File: src/sv/fvn_div.sv
module fvn_div #(
    parameter int QW = 24,
    parameter int DW = 16
) (
    input  logic          clk,
    input  logic          rst_n,
    input  logic          en,
    input  logic          in_valid,
    input  logic [DW-1:0] in_rem,
    input  logic [QW-1:0] in_bits,
    input  logic [DW-1:0] in_divisor,
    output logic          out_valid,
    output logic [QW-1:0] quo,
    output logic [DW-1:0] rem
);

    // One restoring step per stage; quotient bits shift in where dividend bits leave.
    logic [QW-1:0] vld_reg;
    logic [DW-1:0] rem_reg [QW];
    logic [QW-1:0] bits_reg [QW];
    logic [DW-1:0] div_reg [QW];

    logic [DW-1:0] rem_src [QW];
    logic [QW-1:0] bits_src [QW];
    logic [DW-1:0] div_src [QW];
    logic          vld_src [QW];

    logic [DW-1:0] rem_next [QW];
    logic [QW-1:0] bits_next [QW];

    for (genvar i = 0; i < QW; i++) begin : g_stage
        logic [DW:0] trial;
        logic        ge;

        if (i == 0) begin : g_first
            assign rem_src[i]  = in_rem;
            assign bits_src[i] = in_bits;
            assign div_src[i]  = in_divisor;
            assign vld_src[i]  = in_valid;
        end
        else begin : g_rest
            assign rem_src[i]  = rem_reg[i-1];
            assign bits_src[i] = bits_reg[i-1];
            assign div_src[i]  = div_reg[i-1];
            assign vld_src[i]  = vld_reg[i-1];
        end

        assign trial = {rem_src[i], bits_src[i][QW-1]};
        assign ge    = trial >= {1'b0, div_src[i]};

        assign rem_next[i]  = ge ? DW'(trial - {1'b0, div_src[i]}) : trial[DW-1:0];
        assign bits_next[i] = {bits_src[i][QW-2:0], ge};
    end

    always_ff @(posedge clk or negedge rst_n)
    begin
        if (!rst_n)
        begin
            vld_reg <= '0;
        end
        else if (en)
        begin
            for (int i = 0; i < QW; i++)
            begin
                vld_reg[i] <= vld_src[i];
            end
        end
    end

    always_ff @(posedge clk)
    begin
        if (en)
        begin
            for (int i = 0; i < QW; i++)
            begin
                rem_reg[i]  <= rem_next[i];
                bits_reg[i] <= bits_next[i];
                div_reg[i]  <= div_src[i];
            end
        end
    end

    assign out_valid = vld_reg[QW-1];
    assign quo       = bits_reg[QW-1];
    assign rem       = rem_reg[QW-1];

endmodule

File: config.mk
export PLATFORM = sky130hd
export DESIGN_NAME = fvn_div
export DESIGN_NICKNAME = d
export VERILOG_FILES = /design/src/sv/fvn_div.sv
export SDC_FILE = /design/constraint.sdc
export NUM_CORES = 2
export LEC_CHECK = 0
export BUFFER_PORTS_ARGS = -buffer_cell sky130_fd_sc_hd__buf_2
export CELL_PAD_IN_SITES_DETAIL_PLACEMENT = 1
export CELL_PAD_IN_SITES_GLOBAL_PLACEMENT = 2
export CORE_UTILIZATION = 45
export CTS_BUF_LIST = sky130_fd_sc_hd__clkbuf_16
export DETAILED_ROUTE_END_ITERATION = 7
export GPL_TIMING_DRIVEN = 0
export HOLD_SLACK_MARGIN = 0.03
export PLACE_DENSITY = 0.83
export SYNTH_ARGS = -nofsm -noshare
export SYNTH_HDL_FRONTEND = slang
export SYNTH_SLANG_ARGS = --single-unit
File: constraint.sdc
create_clock -name clk -period 3.4 [get_ports clk]
set_clock_uncertainty 0.2 [all_clocks]
set_input_delay 0.17 -clock clk [delete_from_list [all_inputs] [get_ports clk]]
set_output_delay 0.17 -clock clk [all_outputs]
set_load 0.01 [all_outputs]
==> Flow_metrics.wiki <==
{| class="wikitable"
! Metric !! Value
|-
| Synth warn || 0
|-
| CTS Root Cell || sky130_fd_sc_hd__clkbuf_16
|-
| Area share of the leading cell type in the synthesized netlist || 62.6%
|-
| Post-detailed-placement cell area || 0.0668 mm2
|-
| Portion of the post-synthesis area used by sequential elements || 63.5%
|-
| Max capacitance violation total || 0
|-
| Worst max-slew margin expressed relative to the limit || 29.7%
|-
| Die extent in x || 378 um
|-
| Reg2reg path depth || 12
|-
| Net count of the mapped netlist || 5076
|-
| Synth area leader || sky130_fd_sc_hd__edfxtp_1
|-
| Number of instances in the synthesized netlist || 4608
|-
| Run status || completed
|-
| Clock slew at the register clock pins of the worst setup and hold paths || 0.06 ns
|-
| Number of clock sinks seen by CTS || 1352
|-
| Synthesized flop and latch total || 1352
|-
| Max Clock Freq || 296 MHz
|-
| Gr ovfl total || 0
|-
| Summed negative setup slack over all endpoints || 0 ns
|-
| Reported leakage power || 29.8 nW
|-
| R2r setup slk || 0.02 ns
|-
| Total die area || 0.143 mm2
|-
| Routing usage on met2 || 31.0%
|-
| Layout Cell Area excl Fill || 0.0754 mm2
|-
| Peak-usage layer in the global routing report || met2
|-
| Final Hold Slack || 0.0959 ns
|-
| Most common cell in the netlist || sky130_fd_sc_hd__edfxtp_1
|-
| Post-detailed-route count of antenna-violating nets || 0
|-
| ANT cells || 0
|-
| Ports placed on the boundary || just over 100
|-
| DRC violations left || 0
|-
| Maximum level of the CTS H-tree || 4
|-
| Predominant post-synthesis flop cell || sky130_fd_sc_hd__edfxtp_1
|-
| Hold/Removal Path Class || in -> reg
|-
| Number of DRC markers in iteration 0 || 2234
|-
| Met1 usage || 25.7%
|-
| All-layer global routing usage || 18.8%
|-
| Core outline area || between 0.1 and 0.15 mm2
|-
| Layout cell share with drive strength beyond 1 || 19.1%
|-
| Area contributors post-synth || sky130_fd_sc_hd__edfxtp_1 (63%), sky130_fd_sc_hd__ha_1 (7.5%), sky130_fd_sc_hd__mux2_2 (4.0%)
|-
| Startpoint kind of the worst setup timing path || flop
|-
| Post-layout instance count excluding filler cells || 7119
|-
| Source of the critical timing path || rem_reg[1][112]
|-
| Final estimated routing congestion in global placement || 0.861
|-
| Worst setup path endpoint || rem_reg[2][9]
|-
| Pin count of the biggest net entering global routing || approximately 180
|-
| Clock tree from TritonCTS || built
|-
| Measured slew at the worst slew-check pin || 1.05 ns
|-
| Crit path capture type || flop
|-
| Largest fanout of any net on the critical path || 5
|-
| HPWL after detailed placement || about 93 mm
|-
| Crit Path Category || reg -> reg
|-
| Clock tree buffer depth || 3
|-
| Most numerous cell types in the synthesized netlist || sky130_fd_sc_hd__edfxtp_1 (1328), sky130_fd_sc_hd__inv_1 (490), sky130_fd_sc_hd__ha_1 (384)
|-
| Netlist area before placement || roughly 0.064 mm2
|-
| Unique masters post-synth || 96
|-
| Final cell utilization of the core || between 50% and 60%
|-
| Area growth syn-to-layout || 18.2%
|-
| Capture instance of the worst register-to-register path || rem_reg[2][9]
|-
| Net count reported at finish || approximately 5.6k
|-
| Worst flop-to-flop path startpoint || rem_reg[1][112]
|-
| Die Y || 378 um
|-
| Critical Path RT || 3.71 ns
|-
| First-pass GRT wire length || 213 mm
|-
| I/O Buffers || 100
|-
| Power density of the placed cells || slightly above 900 mW/mm2
|-
| Final number of hold-violating endpoints || 0
|-
| Final setup viols || 0
|-
| Number of global-route vias before repair || between 30k and 40k
|-
| DRT Wirelength || between 100 and 150 mm
|-
| Avg WL per Cell || 19.2 um
|-
| Post-Syn Area per Cell || 13.8 um2
|-
| Global-route track usage on met3 || 2.93%
|-
| Post-detailed-route via-to-cell ratio || 5.28
|-
| Worst-skew pair later-pin latency || 0.77 ns
|-
| Number of antenna violations at the first check in global routing || 0
|-
| Count of TritonRoute iterations in the first routing pass || 5
|-
| Number of flip-flops in the largest register || 576
|-
| Post-route minimum period || 3.38 ns
|-
| Effective utilization at floorplan || 45.5%
|-
| Arr. time, crit path || between 3 and 4 ns
|-
| CTS buffer count || 150
|-
| Final number of max-transition violations || 0
|-
| Worst supply voltage drop on vdd || 0.553 mV
|-
| Number of placement rows || 137
|-
| Via count of the routed design || 37.6k
|-
| Count of flip-flops with a built-in enable after synthesis || 1328
|-
| Placed cells || 6592
|-
| Post-route clock period utilization || 99.5%
|-
| RSZ-0062 raised after global routing || true
|-
| Post-synthesis async set-or-reset flop share || under 10%
|}
==> cell families after synthesis <==
group	after synthesis	synth area share (%)
flops	1352	63.5
compound gates	870	9.00
simple gates	828	6.30
buf+inv	572	3.75
fa+ha+maj	408	8.29
mux	302	5.37
xor+xnor	276	3.79
==> routing by layer <==
metal	part of all wire, %	wire length (um)
met4	2.4	3280
met3	3.2	4430
met5	0	0
met1	46	63400
met2	48	65800
==> critical path, cell delays in order, from the launching register on <==
cell and delay (ns):
sky130_fd_sc_hd__edfxtp_1 0.45, sky130_fd_sc_hd__ha_4 0.25, sky130_fd_sc_hd__nor2b_4 0.12, sky130_fd_sc_hd__o21a_1 0.21
sky130_fd_sc_hd__o21a_1 0.22, sky130_fd_sc_hd__o31a_1 0.35, sky130_fd_sc_hd__o21ai_1 0.15, sky130_fd_sc_hd__nand2_1 0.11
sky130_fd_sc_hd__a31o_4 0.24, sky130_fd_sc_hd__a31oi_4 0.25, sky130_fd_sc_hd__buf_6 0.14, sky130_fd_sc_hd__buf_8 0.12
sky130_fd_sc_hd__mux2_4 0.30
==> power by group <==
part           switching, mW  internal [mW]  leakage, nW
combinational           14.6           13.8         14.2
clock                   6.81           8.91         2.43
sequential              1.83           23.4         13.3
==> how the worst min path moves through the flow <==
stage               start             end  slack (ns)  cells past startpoint
2_1_floorplan       rst_n      vld_reg[0]       -0.33                      0
3_3_place_gp        rst_n     vld_reg[23]       -0.04                      1
3_5_place_dp        rst_n     vld_reg[22]       -0.02                      1
4_1_cts         in_rem[2]   rem_reg[0][3]        0.03                      3
5_1_grt         in_rem[2]   rem_reg[0][3]        0.08                      3
6_report       in_rem[10]  rem_reg[0][11]         0.1                      3
==> cells in the final DEF, fill, tap and decap left out, drive strengths merged, types with 13 or more instances in the layout <==
| cell | count |
|---|---|
| nor2 | 268 |
| and3 | 15 |
| nand2 | 176 |
| dlygate4sd3 | 105 |
| mux2i | 39 |
| inv | 525 |
| a21oi | 268 |
| nand2b | 40 |
| o211ai | 14 |
| o21a | 73 |
| o31a | 20 |
| nor2b | 66 |
| xnor2 | 184 |
| or3 | 21 |
| dfrtp | 24 |
| mux2 | 263 |
| o21bai | 25 |
| nand4 | 54 |
| nor3 | 64 |
| clkinv | 65 |
| a31oi | 30 |
| a211o | 13 |
| buf | 315 |
| ha | 384 |
| edfxtp | 1328 |
| nor4 | 14 |
| fa | 24 |
| o31ai | 20 |
| clkbuf | 176 |
| a211oi | 31 |
| nand3 | 62 |
| o21ai | 173 |
| a21o | 107 |
| xor2 | 92 |
| a21boi | 21 |
==> through the flow <==
| stage | power (mW) | worst slack [ns] |
|---|---|---|
| after floorplan | 43.5 | 0.275 |
| after CTS | 67.6 | 0.0000138 |
| final | 69.2 | 0.0160 |
| after detailed placement | 50.1 | -1.28 |
| after global routing | 73.3 | -0.0959 |
| after global placement | 49.8 | -18.71 |
==> area by class of cell <==
| cell class | count | area [um2] |
|---|---|---|
| Clock inverter | 117 | 1010 |
| Buffer | 76 | 678 |
| Sequential cell | 1352 | 40500 |
| Timing Repair Buffer | 370 | 3220 |
| Tap cell | 1876 | 2350 |
| Multi-Input combinational cell | 2685 | 22000 |
| Clock buffer | 152 | 3800 |
| Inverter | 491 | 1840 |
| Fill cell | 13700 | 64700 |
==> timing repair <==
action                                 4_1_cts  5_1_grt
endpoints found under the hold margin      252        0
setup buffers                               61       85
setup endpoints to repair                  449      431
cloned                                       2        6
hold buffers                               109        0
resized for setup                          107      196
pin swaps                                   37       88
No activity file was read; power rests on OpenSTA's default activity.
